<file path="src/hdl/pdcc_pkg.sv">
package pdcc_pkg;

  localparam logic [7:0] SYNC_BYTE    = 8'h55;
  localparam logic [7:0] VERSION_BYTE = 8'h04;
  localparam logic [7:0] CRC8_INIT    = 8'h77;
  localparam logic [7:0] CRC8_POLY    = 8'h8C;
  localparam logic [15:0] CRC16_INIT  = 16'h3692;
  localparam logic [15:0] CRC16_POLY  = 16'h8408;
  localparam logic [8:0] MIN_FRAME    = 9'd13;
  localparam logic [8:0] COUNT_MAX    = 9'd256;

  localparam logic [8:0] POS_LENGTH   = 9'd1;
  localparam logic [8:0] POS_VERSION  = 9'd2;
  localparam logic [8:0] POS_HDR_CRC  = 9'd3;
  localparam logic [8:0] POS_FIELDS   = 9'd4;
  localparam logic [8:0] POS_FIELDS_END = 9'd10;

  typedef enum logic [2:0] {
    ERR_OK       = 3'd0,
    ERR_SHORT    = 3'd1,
    ERR_SYNC     = 3'd2,
    ERR_LENGTH   = 3'd3,
    ERR_VERSION  = 3'd4,
    ERR_HDR_CRC  = 3'd5,
    ERR_BODY_CRC = 3'd6
  } err_t;

  localparam logic KIND_PAYLOAD = 1'b0;
  localparam logic KIND_SUMMARY = 1'b1;

  typedef struct packed {
    logic        kind;
    logic [7:0]  payload_byte;
    logic        frame_ok;
    logic [2:0]  error_code;
    logic [15:0] target;
    logic [15:0] sequence_id;
    logic [7:0]  frame_flags;
    logic [7:0]  command_set;
    logic [7:0]  command_id;
    logic [7:0]  payload_length;
    logic        run_end;
  } res_t;

  function automatic logic [7:0] crc8_step(input logic [7:0] crc, input logic [7:0] b);
    logic [7:0] c;
    c = crc ^ b;
    for (int i = 0; i < 8; i++) begin
      c = c[0] ? ((c >> 1) ^ CRC8_POLY) : (c >> 1);
    end
    return c;
  endfunction

  function automatic logic [15:0] crc16_step(input logic [15:0] crc, input logic [7:0] b);
    logic [15:0] c;
    c = crc ^ {8'd0, b};
    for (int i = 0; i < 8; i++) begin
      c = c[0] ? ((c >> 1) ^ CRC16_POLY) : (c >> 1);
    end
    return c;
  endfunction

endpackage

</file>
<file path="src/hdl/packet_deframer_crc_check.sv">
// packet deframer with header and body crc checks
//
// input channel: one frame byte per item (data_byte), last_byte set on the
// final byte. output channel: result items, kind 0 for a released payload
// byte, kind 1 for the frame summary (status, error code, header fields).
// payload bytes leave a two-byte delay line, so a byte is reported when the
// byte two places later arrives; its goodness is known only from frame_ok.
// throughput: one byte per cycle while the receiver takes results; the final
// byte of a frame of 14 bytes or more yields two results, which holds in_ready
// low while both wait in the queue. all checks are done in the same cycle an
// item is accepted, between the input handshake and a two-entry result queue.
// the queue lets a new item in while a result still waits, if that result is
// taken in that cycle; when the receiver stalls, results stay in the queue
// unchanged and in_ready drops once the queue cannot take what the next item
// may yield. reset clears the queue, holds in_ready low and returns the parser
// to the start of a frame.
module packet_deframer_crc_check (
  input  logic        clk,
  input  logic        rst,
  input  logic        in_valid,
  output logic        in_ready,
  input  logic [7:0]  data_byte,
  input  logic        last_byte,
  output logic        out_valid,
  input  logic        out_ready,
  output logic        kind,
  output logic [7:0]  payload_byte,
  output logic        frame_ok,
  output logic [2:0]  error_code,
  output logic [15:0] target,
  output logic [15:0] sequence_id,
  output logic [7:0]  frame_flags,
  output logic [7:0]  command_set,
  output logic [7:0]  command_id,
  output logic [7:0]  payload_length,
  output logic        run_end
);

  logic [8:0]  byte_count;
  logic [7:0]  header_crc;
  logic [15:0] body_crc;
  logic [7:0]  delay0, delay1;
  logic [7:0]  length_byte;
  logic [55:0] header_fields;
  logic [2:0]  early_error;

  logic [2:0]  early_error_next;
  logic [7:0]  length_byte_next;
  logic [55:0] header_fields_next;
  logic [7:0]  header_crc_next;
  logic [15:0] body_crc_next;
  logic [8:0]  frame_len;
  logic [15:0] stored_crc;
  logic [2:0]  err;
  logic        accept, pop, has_payload;

  pdcc_pkg::res_t q0, q1, q0_next, q1_next, res_pay, res_sum, first_new, second_new, rem0;
  logic [1:0] qcnt, qcnt_next, remcnt, npush;

  assign accept    = in_valid && in_ready;
  assign out_valid = (qcnt != 2'd0);
  assign pop       = out_valid && out_ready;
  assign in_ready  = !rst && ((qcnt == 2'd0) || ((qcnt == 2'd1) && out_ready));

  always_comb begin
    early_error_next   = early_error;
    length_byte_next   = length_byte;
    header_fields_next = header_fields;
    unique case (byte_count)
      9'd0: begin
        if (data_byte != pdcc_pkg::SYNC_BYTE) early_error_next = pdcc_pkg::ERR_SYNC;
      end
      pdcc_pkg::POS_LENGTH: length_byte_next = data_byte;
      pdcc_pkg::POS_VERSION: begin
        if (data_byte != pdcc_pkg::VERSION_BYTE && early_error == pdcc_pkg::ERR_OK)
          early_error_next = pdcc_pkg::ERR_VERSION;
      end
      pdcc_pkg::POS_HDR_CRC: begin
        if (header_crc != data_byte && early_error == pdcc_pkg::ERR_OK)
          early_error_next = pdcc_pkg::ERR_HDR_CRC;
      end
      default: begin
        if (byte_count >= pdcc_pkg::POS_FIELDS && byte_count <= pdcc_pkg::POS_FIELDS_END)
          header_fields_next[{3'(byte_count[2:0] - 3'd4), 3'b000} +: 8] = data_byte;
      end
    endcase
  end

  assign header_crc_next = (byte_count < 9'd3) ? pdcc_pkg::crc8_step(header_crc, data_byte)
                                               : header_crc;
  assign body_crc_next   = (byte_count >= 9'd2) ? pdcc_pkg::crc16_step(body_crc, delay1)
                                                : body_crc;
  assign has_payload = (byte_count >= pdcc_pkg::MIN_FRAME);
  assign frame_len   = (byte_count < pdcc_pkg::COUNT_MAX) ? byte_count + 9'd1
                                                          : pdcc_pkg::COUNT_MAX;
  assign stored_crc  = {data_byte, delay0};

  always_comb begin
    if (frame_len < pdcc_pkg::MIN_FRAME)             err = pdcc_pkg::ERR_SHORT;
    else if (early_error_next == pdcc_pkg::ERR_SYNC) err = pdcc_pkg::ERR_SYNC;
    else if ({1'b0, length_byte_next} != frame_len)  err = pdcc_pkg::ERR_LENGTH;
    else if (early_error_next != pdcc_pkg::ERR_OK)   err = early_error_next;
    else if (body_crc_next != stored_crc)            err = pdcc_pkg::ERR_BODY_CRC;
    else                                             err = pdcc_pkg::ERR_OK;
  end

  always_comb begin
    res_pay              = '0;
    res_pay.kind         = pdcc_pkg::KIND_PAYLOAD;
    res_pay.payload_byte = delay1;
    res_pay.run_end      = !last_byte;

    res_sum            = '0;
    res_sum.kind       = pdcc_pkg::KIND_SUMMARY;
    res_sum.error_code = err;
    res_sum.run_end    = 1'b1;
    if (err == pdcc_pkg::ERR_OK) begin
      res_sum.frame_ok       = 1'b1;
      res_sum.target         = header_fields_next[15:0];
      res_sum.sequence_id    = header_fields_next[31:16];
      res_sum.frame_flags    = header_fields_next[39:32];
      res_sum.command_set    = header_fields_next[47:40];
      res_sum.command_id     = header_fields_next[55:48];
      res_sum.payload_length = 8'(frame_len - pdcc_pkg::MIN_FRAME);
    end
  end

  // result queue: survivors first, then the new results in order
  always_comb begin
    first_new  = has_payload ? res_pay : res_sum;
    second_new = res_sum;
    if (!accept)               npush = 2'd0;
    else if (has_payload && last_byte) npush = 2'd2;
    else if (has_payload || last_byte) npush = 2'd1;
    else                       npush = 2'd0;
    rem0      = pop ? q1 : q0;
    remcnt    = qcnt - {1'b0, pop};
    qcnt_next = remcnt + npush;
    if (remcnt == 2'd2) begin
      q0_next = q0;
      q1_next = q1;
    end else if (remcnt == 2'd1) begin
      q0_next = rem0;
      q1_next = first_new;
    end else begin
      q0_next = first_new;
      q1_next = second_new;
    end
  end

  always_ff @(posedge clk) begin
    q0 <= q0_next;
    q1 <= q1_next;
  end

  always_ff @(posedge clk) begin
    if (rst) begin
      qcnt          <= 2'd0;
      byte_count    <= '0;
      header_crc    <= pdcc_pkg::CRC8_INIT;
      body_crc      <= pdcc_pkg::CRC16_INIT;
      delay0        <= '0;
      delay1        <= '0;
      length_byte   <= '0;
      header_fields <= '0;
      early_error   <= pdcc_pkg::ERR_OK;
    end else begin
      qcnt <= qcnt_next;
      if (accept) begin
        if (last_byte) begin
          byte_count    <= '0;
          header_crc    <= pdcc_pkg::CRC8_INIT;
          body_crc      <= pdcc_pkg::CRC16_INIT;
          delay0        <= '0;
          delay1        <= '0;
          length_byte   <= '0;
          header_fields <= '0;
          early_error   <= pdcc_pkg::ERR_OK;
        end else begin
          if (byte_count < pdcc_pkg::COUNT_MAX) byte_count <= byte_count + 9'd1;
          header_crc    <= header_crc_next;
          body_crc      <= body_crc_next;
          delay1        <= delay0;
          delay0        <= data_byte;
          length_byte   <= length_byte_next;
          header_fields <= header_fields_next;
          early_error   <= early_error_next;
        end
      end
    end
  end

  assign kind           = q0.kind;
  assign payload_byte   = q0.payload_byte;
  assign frame_ok       = q0.frame_ok;
  assign error_code     = q0.error_code;
  assign target         = q0.target;
  assign sequence_id    = q0.sequence_id;
  assign frame_flags    = q0.frame_flags;
  assign command_set    = q0.command_set;
  assign command_id     = q0.command_id;
  assign payload_length = q0.payload_length;
  assign run_end        = q0.run_end;

endmodule

</file>
<file path="config.mk">
export PLATFORM = sky130hd
export DESIGN_NAME = packet_deframer_crc_check
export DESIGN_NICKNAME = d
export VERILOG_FILES = /design/src/hdl/pdcc_pkg.sv /design/src/hdl/packet_deframer_crc_check.sv
export SDC_FILE = /design/constraint.sdc
export NUM_CORES = 1
export LEC_CHECK = 0
export ABC_AREA = 1
export BUFFER_PORTS_ARGS = -buffer_cell sky130_fd_sc_hd__buf_2
export CORE_ASPECT_RATIO = 1.25
export CORE_MARGIN = 2
export CORE_UTILIZATION = 65
export CTS_CLUSTER_DIAMETER = 100
export DETAILED_ROUTE_END_ITERATION = 10
export PLACE_DENSITY = 0.86
export SLEW_MARGIN = 20
export SYNTH_ARGS = -nofsm -noshare
export SYNTH_HDL_FRONTEND = slang
export SYNTH_SLANG_ARGS = --single-unit
</file>
<file path="constraint.sdc">
create_clock -name clk -period 7.7 [get_ports clk]
set_clock_uncertainty 0.05 [all_clocks]
set_input_delay 0.385 -clock clk [delete_from_list [all_inputs] [get_ports clk]]
set_output_delay 0.385 -clock clk [all_outputs]
set_load 0.03 [all_outputs]
</file>
; ---- Word level (Yosys, flattened, before mapping)
; Cells that the tools add are included.
[totals]
register_bits = 274
[op_classes]
n_reduce_logical = 24
n_bitwise = 19
n_lt_le_gt_ge = 7
shifts = 2
n_eq_ne = 13
n_mux = 50
n_addsub = 6
[ops]
columns = cell, n
row1 = 78-bit two-way mux, 3
row2 = 56-bit two-way mux, 3
row3 = 16-bit two-way mux, 10
row4 = 8-bit two-way mux, 14
row5 = 69-bit two-way mux, 1
row6 = 64-bit two-way mux, 1
row7 = 56-bit bitwise mux, 1
row8 = "8-bit by 8-bit variable shift with 56-bit output, first input constant", 1
row9 = 8-bit by 8-bit indexed part select with 56-bit output, 1
row10 = 2-bit inverter with 3-bit output, 16
row11 = 3-bit two-way mux, 9
row12 = 9-bit two-way mux, 3
row13 = "9-bit by 2-bit == test with 1-bit output, second input constant", 2
row14 = 16-bit inequality test, 1
row15 = 16-bit by 8-bit XOR with 16-bit output, 1
row16 = "9-bit by 1-bit adder with 9-bit output, second input constant", 1
row17 = "9-bit by 1-bit == test with 1-bit output, second input constant", 1
row18 = "9-bit by 2-bit greater-or-equal comparator with 1-bit output, second input constant", 1
row19 = "9-bit by 3-bit greater-or-equal comparator with 1-bit output, second input constant", 1
row20 = "9-bit by 4-bit greater-or-equal comparator with 1-bit output, second input constant", 1
row21 = "9-bit by 4-bit <= comparator with 1-bit output, second input constant", 1
row22 = 9-bit zero test, 1
row23 = "9-bit by 2-bit less-than comparator with 1-bit output, second input constant", 1
row24 = "9-bit by 4-bit less-than comparator with 1-bit output, second input constant", 1
row25 = 28 further kinds, 45

; ---- Logic depth before layout (Yosys ltp)
; Gate-level depths: netlist of run 1.
[logic_depth]
depth_word = 28
mapped_depth = 22
mapped_depth_nobuf = 20

; ---- Worst setup path after synthesis of run 1
; OpenSTA, ideal clock, no wires.
[synth_path]
kind = flip-flop to flip-flop
startpoint = register qcnt[1]
endpoint = register q0, in the netlist command_id[0], enable pin
path_slack_ns = 2.479
setup_ns = 0.442
arrival_time_ns = 4.729
period_less_slack_ns = 5.221
t_required_ns = 7.208
stages_incl_launch_ff = 9
path_cell_list = dfxtp_1 nor2_1 nor2_1 ha_1 or2_2 nand2_1 inv_1 nand2_1 o21a_1
[synth_between]
elab_chain_cells = 6
word_cells_on_any_way = 8
classes_between = 1 x add/sub / 3 x eq/ne / 1 x bitwise / 3 x reduce/logical
[synth_lines]
columns = element, line_no
row1 = start: declaration, packet_deframer_crc_check.sv:58  ; logic [1:0] qcnt, qcnt_next, remcnt, npush;
row2 = start signal: assignment, packet_deframer_crc_check.sv:168  ; qcnt <= qcnt_next;
row3 = 2-bit nonzero test, packet_deframer_crc_check.sv:61  ; assign out_valid = (qcnt != 2'd0);
row4 = 1-bit logical AND, packet_deframer_crc_check.sv:62  ; assign pop = out_valid && out_ready;
row5 = 2-bit by 1-bit subtractor with 2-bit output, packet_deframer_crc_check.sv:137  ; remcnt = qcnt - {1'b0, pop};
row6 = 2-bit by 1-bit == test with 1-bit output / 2-bit == test (equally long branches), "packet_deframer_crc_check.sv:142, packet_deframer_crc_check.sv:139"
row7 = 2-bit inequality test (no line) / 1-bit inverter (equally long branches), --
row8 = 2-bit AND reduction (no line) (*), --
row9 = end signal: assignment, packet_deframer_crc_check.sv:152  ; q0 <= q0_next;
row10 = end: declaration, packet_deframer_crc_check.sv:57  ; pdcc_pkg::res_t q0, q1, q0_next, q1_next, res_pay, res_sum, first_new, second_new, rem0;
; Mark *: on every way between the ends. The rest lies on a longest branch, timed or not.
; A chain may end at the register's enable or synchronous reset.

; ---- Worst setup path after layout of run 1
[layout_path]
startpoint = register byte_count[2]
endpoint = register q1[17] (netlist name), data pin
[layout_between]
elab_chain_cells = 12
word_cells_on_any_way = 37
classes_between = 3 x add/sub / 6 x order compare / 6 x eq/ne / 2 x shift / 15 x mux / 5 x reduce/logical
[layout_lines]
columns = element, line_no
row1 = start: declaration, packet_deframer_crc_check.sv:39  ; logic [8:0] byte_count;
row2 = start signal: assignment, packet_deframer_crc_check.sv:180  ; if (byte_count < pdcc_pkg::COUNT_MAX) byte_count <= byte_count + 9'd1;
row3 = 9-bit by 2-bit greater-or-equal comparator with 1-bit output, packet_deframer_crc_check.sv:91  ; assign body_crc_next = (byte_count >= 9'd2) ? pdcc_pkg::crc16_step(body_crc, delay1)
row4 = 16-bit two-way mux, packet_deframer_crc_check.sv:91
row5 = 16-bit inequality test, packet_deframer_crc_check.sv:103  ; else if (body_crc_next != stored_crc) err = pdcc_pkg::ERR_BODY_CRC;
row6 = 3-bit two-way mux, packet_deframer_crc_check.sv:103
row7 = 3-bit two-way mux, packet_deframer_crc_check.sv:102  ; else if (early_error_next != pdcc_pkg::ERR_OK) err = early_error_next;
row8 = 3-bit two-way mux, packet_deframer_crc_check.sv:101  ; else if ({1'b0, length_byte_next} != frame_len) err = pdcc_pkg::ERR_LENGTH;
row9 = 3-bit two-way mux, packet_deframer_crc_check.sv:100  ; else if (early_error_next == pdcc_pkg::ERR_SYNC) err = pdcc_pkg::ERR_SYNC;
row10 = 3-bit two-way mux, packet_deframer_crc_check.sv:99  ; if (frame_len < pdcc_pkg::MIN_FRAME) err = pdcc_pkg::ERR_SHORT;
row11 = 3-bit zero test, packet_deframer_crc_check.sv:117  ; if (err == pdcc_pkg::ERR_OK) begin
row12 = 64-bit two-way mux, packet_deframer_crc_check.sv:117
row13 = 78-bit two-way mux, packet_deframer_crc_check.sv:130  ; first_new = has_payload ? res_pay : res_sum;
row14 = 69-bit two-way mux (*), packet_deframer_crc_check.sv:142  ; end else if (remcnt == 2'd1) begin
row15 = end signal: assignment, packet_deframer_crc_check.sv:153  ; q1 <= q1_next;
row16 = end: declaration, packet_deframer_crc_check.sv:57
; Marks and branches as above.

==> results of run 1 <==
==> layout by cell type, fill, tap and decap left out, types with 13 or more instances in the layout <==
master / netlist / final
buf_4: 2 / 13
nand3_1: 163 / 163
nor2_4: 46 / 48
nor2_2: 15 / 15
nand2_1: 436 / 435
nor2_1: 95 / 93
buf_2: 15 / 92
dfxtp_1: 118 / 118
edfxtp_1: 156 / 156
xnor2_1: 14 / 14
o22ai_1: 19 / 19
inv_2: 13 / 13
o21ai_0: 84 / 84
o32ai_1: 53 / 53
clkbuf_16: 0 / 28
inv_1: 201 / 200
==> how the worst max path moves through the flow <==
stage | cells after the start | end | slack, ps
detailed placement | 19 | q1[41] | 3170
global placement | 19 | q1[44] | 3240
CTS | 19 | q1[17] | 3120
floorplan | 8 | command_id[0] | 2480
global route | 19 | q1[17] | 2740
finish | 19 | q1[17] | 3030
==> cells by family (layout without fill, tap and decap cells) <==
kind of cell,after synthesis,in the layout,synth area share (%)
AO/OA/AOI/OAI,204,204,9.769
XOR/XNOR,26,26,1.774
adder cells (fa/ha/maj),10,10,0.9147
buffers and inverters,298,373,9.265
flip-flops,274,274,51.51
AND/OR/NAND/NOR,792,792,26.76
==> cell type report <==
type / instances / area (µm²)
clock inverter: 8 / 100.1
fill: 1522 / 5679
sequential: 274 / 7047
inverter: 218 / 823.3
clock buffer: 42 / 793.3
tap: 274 / 342.8
timing repair buffer: 105 / 558.0
multi-input combinational: 1032 / 5400
==> registers in the layout, summed over array words and instances, names as in the netlist, 9 cells and up <==
| register | cells |
|---|---|
| target | 16 |
| body_crc | 16 |
| sequence_id | 16 |
| header_fields | 56 |
| byte_count | 9 |
| q1 | 78 |
==> layer usage <==
| metal | up-vias | track usage, % | routed length (µm) |
|---|---|---|---|
| met3 | 151 | 4.640 | 2660 |
| met4 | 0 | 18.36 | 2100 |
| li1 | 5401 | - | - |
| met2 | 537 | 52.29 | 16730 |
| met5 | - | 0 | 0 |
| met1 | 5221 | 34.20 | 12290 |
==> power by group through the flow <==
| stage | registers [µW] | logic, µW | clock network, µW |
|---|---|---|---|
| 4_1_cts | 2150 | 1700 | 1340 |
| 5_1_grt | 2170 | 1810 | 1400 |
| 6_report | 2150 | 1690 | 1340 |
| 3_3_place_gp | 2160 | 1630 | 0 |
| 2_1_floorplan | 2540 | 858 | 0 |
| 3_5_place_dp | 2180 | 1680 | 0 |
==> worst register-to-register path: cells and delay by family (launching register included) <==
kind          cells  cell delay, ps
flops             1             430
buf+inv           2            1110
simple gates     17            2940
==> per-stage QoR <==
step           power, µW  hold slack [ps]  cell area, µm²  util (%)  cells
3_3_place_gp        3791            413.5           14170     68.32   1903
4_1_cts             5188            249.5           15060     72.62   1953
2_1_floorplan       3403            403.4           13680         -   1604
3_5_place_dp        3854            424.6           14170     68.32   1903
5_1_grt             5383            278.6           15060     72.62   1953
6_report            5170            268.0           15060     72.62   1953
==> impl_metrics.py, run 1 <==
metrics = {
    "run_status": {
        "status": "finished clean",
    },
    "worst_setup_path": {
        "startpoint": "byte_count[2]",
        "rr_worst_depth": 19,
        "critical_path_required_ps": 8030,
        "cp_slowest_cell": "nor2_2",
        "crit_top_cell": "nand2_1",
        "cp_top_family": "simple AND/OR/NAND/NOR gates",
        "critPathKind": "flop to flop",
        "rr_startpoint": "byte_count[2]",
        "arrival_ps": 5010,
        "critPathBufInv": 2,
        "worst-r2r-setup-slack_ps": 3030,
        "crit_path_end_kind": "flop",
        "r2r_end": "q1[17]",
        "crit_chain": "nor2_1 > nand2_1 > nor2_2 > nand2_1 > nand2_1 > nand2_1 > nand2_1 > nand3_1 > nor2_1 > nand2_1 > nor2_1 > nand3_1 > nand2_1 > nand2_2 > nor2_4 > buf_4 > nand2_4 > buf_4 > nor2_4",
        "max_stage_delay_ps": 720,
        "crit_fanout": 63,
        "start_kind": "flop",
    },
    "timing": {
        "hold_viol": 0,
        "slew_headroom_pct": 28.95,
        "max_freq_ghz": 0.2140,
        "finalSetupTns_ps": 0,
        "rsz0062_at_grt": "false",
        "setup_viol": 0,
        "layout_setup_ws_ps": 3027,
        "drv_slew": 0,
        "fin_crit_sh_pct": 60.69,
        "fin_crit_ps": 4673,
        "worstMarginPinSlew_ps": 1066,
    },
    "logic_synthesis": {
        "async_flop_share_pct": 0,
        "syn-cell-area_um2": 13680,
        "synth_ff_type": "edfxtp_1",
        "ys_ff_latch": 274,
        "synth_edf_count": 156,
        "yosysTopAreaCell": "edfxtp_1",
        "ys_types": 45,
        "synth_common_cells": "nand2_1, inv_1, nand3_1, edfxtp_1, dfxtp_1",
        "synth_most_common_cell": "nand2_1",
        "yosysWarnings": 0,
        "syn_nets": 1627,
        "synth.avg_cell_area_um2": 8.528,
        "ys_seq_area_share_pct": 51.51,
        "synth_cells": 1604,
        "synth_top_area_share_pct": 34.24,
        "yosys-top-cells-area": "edfxtp_1, dfxtp_1, nand2_1",
    },
    "power": {
        "p_int_uw": 3192,
        "ir_drop_mv": 0.4650,
        "cellPowerDensity_nw_per_um2": 343.2,
        "combPwrFrac_pct": 32.6,
        "switching_share_pct": 38.25,
        "pwr-share-clk_pct": 25.9,
        "p_leak_uw": 0.006906,
        "p_seq_share_pct": 41.5,
        "p_sw_uw": 1978,
    },
    "drt": {
        "route.detailed.drc": 0,
        "vias": 11310,
        "avgViaCountPerCell": 5.791,
        "drt_iter0_markers": 1007,
        "wl_per_cell_um": 17.30,
        "drt.antenna.violating_nets": 0,
        "routed_wl_um": 33780,
        "dr.pass1.iters": 8,
    },
    "cts": {
        "hold_buffers": 0,
        "cts_buffers": 27,
        "clk_pin_slew_ps": 60,
        "cts_resized": 0,
        "cts.sinks": 274,
        "htree_levels": 1,
        "ctsLongestPathBuffers": 3,
        "root_buffer": "clkbuf_16",
        "cts_tree": "yes",
        "clk_latency_ps": 540,
        "cts_setup_buffers": 0,
    },
    "die": {
        "coreArea_um2": 20740,
        "io-pin-count": 93,
        "die_h_um": 166.2,
        "start_util_pct": 65.94,
        "die-area_um2": 22230,
        "rows": 59,
        "die_w_um": 133.8,
    },
    "min_path": {
        "min_from": "last_byte",
        "hp-class": "primary input to flop",
        "hold-path-endpoint": "header_crc[2]",
        "min_delay_path_depth": 3,
    },
    "final_layout": {
        "areaGrowthSynthToFinish_pct": 10.12,
        "final_layout_size_suffix_gt1_share_pct": 14.65,
        "fin_nets": 1681,
        "antennaDiodeCount": 0,
    },
    "grt": {
        "grt-ovfl-total": 0,
        "grt_pass1_wl_um": 53580,
        "grt_max_degree": 83,
        "track_usage_pct": 29.93,
        "grt_pass1_vias": 11060,
        "antenna_found_initial": 0,
    },
    "placed_design": {
        "gp_congestion": 0.9155,
        "port_buffers": 92,
        "dp_hpwl_um": 21750,
        "place_worst_setup_slack_ps": 3175,
    },
    "job": {
        "cap_violations": 0,
    },
}
(Power assumes the default switching activity.)
==> inputs of run 2 (changes only) <==
Settings changed: CORE_UTILIZATION 65 to 61, PLACE_DENSITY 0.86 to 0.81.
Clock period 7.7 ns to 4.8 ns, I/O delays scaled along.
==> run 2 against run 1 <==
  * First-iteration DRC count fell by 26%
  * Utilization fell by 3.6 points
  * Largest power group unchanged
  * Sequential share of layout area fell by 0.63 points
  * Clock-buffer cell count fell by 5
  * Combinational power rose by 63%
  * Critical endpoint is now payload_length[0]
==> impl_metrics.py, run 2 (same netlist as run 1, synthesis figures left out) <==
metrics = {
    "die": {
        "die-area_um2": 23650,
        "start_util_pct": 61.80,
        "die_h_um": 171.4,
        "die_w_um": 137.9,
        "coreArea_um2": 22130,
        "rows": 61,
        "io-pin-count": 93,
    },
    "power": {
        "p_leak_uw": 0.007012,
        "cellPowerDensity_nw_per_um2": 561.0,
        "p_total_uw": 8567,
        "ir_drop_mv": 0.7112,
    },
    "drt": {
        "drt_iter0_markers": 747,
        "route.detailed.drc": 0,
        "routed_wl_um": 34630,
        "drt.antenna.violating_nets": 0,
        "vias": 11280,
        "wl_per_cell_um": 17.60,
        "dr.pass1.iters": 7,
        "avgViaCountPerCell": 5.736,
    },
    "timing": {
        "slew_headroom_pct": 30.95,
        "drv_slew": 0,
        "max_freq_ghz": 0.2596,
        "fin_crit_sh_pct": 80.26,
        "holdWs_ps": 102.7,
        "worstMarginPinSlew_ps": 1032,
        "fin_crit_ps": 3852,
        "hold_viol": 0,
        "rsz0062_at_grt": "false",
        "finalSetupTns_ps": 0,
        "setup_viol": 0,
    },
    "final_layout": {
        "biggestRegsByFlops": "q1 (78), header_fields (56)",
        "num-fill-cells": 1767,
        "largest_register_ffs": 78,
        "final_area_um2": 15270,
        "final_cell_mix": "nand2_1, inv_1, nand3_1, edfxtp_1, dfxtp_1",
        "final_layout_size_suffix_gt1_share_pct": 15.32,
        "largest-register": "q1",
        "areaGrowthSynthToFinish_pct": 11.63,
        "fin_nets": 1686,
        "final_cells": 1967,
        "final_common_cell": "nand2_1",
        "antennaDiodeCount": 0,
    },
    "worst_setup_path": {
        "max_stage_delay_ps": 770,
        "critical_path_required_ps": 5160,
        "worst-r2r-setup-slack_ps": 950,
        "critPathBufInv": 1,
        "crit_path_end_kind": "flop",
        "crit_top_cell": "nand2_1",
        "cp_top_family": "simple AND/OR/NAND/NOR gates",
        "rr_worst_depth": 18,
        "critPathKind": "flop to flop",
        "crit_chain": "nor2_2 > nand2_1 > nor2_2 > nand2_1 > nand2_1 > nand2_1 > nand2_1 > nand3_1 > nor2_1 > nand2_1 > nor2_1 > nand3_1 > nand2_1 > nand2_2 > nor2_4 > buf_4 > nand3_1 > nand2_1",
        "cp_slowest_cell": "nor2_2",
        "r2r_end": "payload_length[0]",
        "rr_startpoint": "byte_count[4]",
        "start_kind": "flop",
        "path_depth": 18,
        "crit_fanout": 62,
        "arrival_ps": 4210,
    },
    "cts": {
        "cts_resized": 0,
        "htree_levels": 1,
        "cts_setup_buffers": 0,
        "clk_latency_ps": 540,
        "ctsLongestPathBuffers": 3,
        "clk_pin_slew_ps": 60,
        "cts.sinks": 274,
        "cts_buffers": 27,
        "cts_tree": "yes",
        "hold_buffers": 0,
        "root_buffer": "clkbuf_16",
    },
    "job": {
        "cap_violations": 0,
    },
    "grt": {
        "grt_pass1_wl_um": 54320,
        "grt_max_degree": 84,
        "antenna_found_initial": 1,
        "grt-ovfl-total": 0,
        "track_usage_pct": 29.48,
        "grt_pass1_vias": 10920,
    },
    "placed_design": {
        "postPlaceCellArea_um2": 14260,
        "gp_congestion": 0.9675,
        "place_inst": 1917,
        "dp_hpwl_um": 22500,
        "port_buffers": 92,
    },
    "min_path": {
        "hp-class": "primary input to flop",
        "hold-path-endpoint": "header_crc[2]",
        "min_delay_path_depth": 3,
        "min_from": "last_byte",
    },
    "run_status": {
        "status": "finished clean",
    },
}
[run 2: cell types whose count changed in the layout (fill, tap and decap cells not counted), sizes merged]
| cell | previous run | this run |
|---|---|---|
| clkinv | 7 | 9 |
| bufinv | 2 | 6 |
| buf | 105 | 110 |
| clkinvlp | 1 | 0 |
| clkbuf | 42 | 37 |
[run 2: layer usage]
metal  GRT usage (%)  share of wire, %
met1           33.94                37
met2           51.85                50
met3           4.539               6.8
met4           16.50               5.6
met5               0             0.040
[run 2: final cells by class]
class	count	area [µm²]	share of cell area [%]
flip-flops and latches	274	7047	46.15
multi-input cells	1032	5400	35.36
inverters	218	822.0	5.383
clock buffers	37	793.3	5.195
repair buffers	110	633.1	4.146
well taps	283	354.1	2.319
clock inverters	13	221.5	1.450
[run 2: worst max path at each step]
stage | from | end | slack, ps
after floorplan | qcnt[1] | command_id[0] | 340
after global placement | byte_count[4] | payload_length[0] | 1050
after detailed placement | byte_count[8] | payload_length[0] | 1000
after CTS | byte_count[8] | payload_length[0] | 970
after global routing | byte_count[2] | payload_length[0] | 550
final | byte_count[4] | payload_length[0] | 950
[run 2: report_power, final]
group | internal [µW] | switching [µW] | total [µW] | leakage (µW)
Clock | 1480 | 899 | 2380 | 0.000503
Sequential | 3310 | 136 | 3440 | 0.00270
Combinational | 590 | 2160 | 2750 | 0.00381
[run 2: metrics by stage]
step	setup slack (ps)	util [%]
floorplan	342.1	-
global placement	1045	64.41
finish	947.5	68.99
global route	550.8	68.99
CTS	968.8	68.99
detailed placement	1004	64.41
[run 2: tightest hold or removal path, cell delays in order]
cell	delay, ps
buf_2	220
o21ai_0	120
nand3_1	70
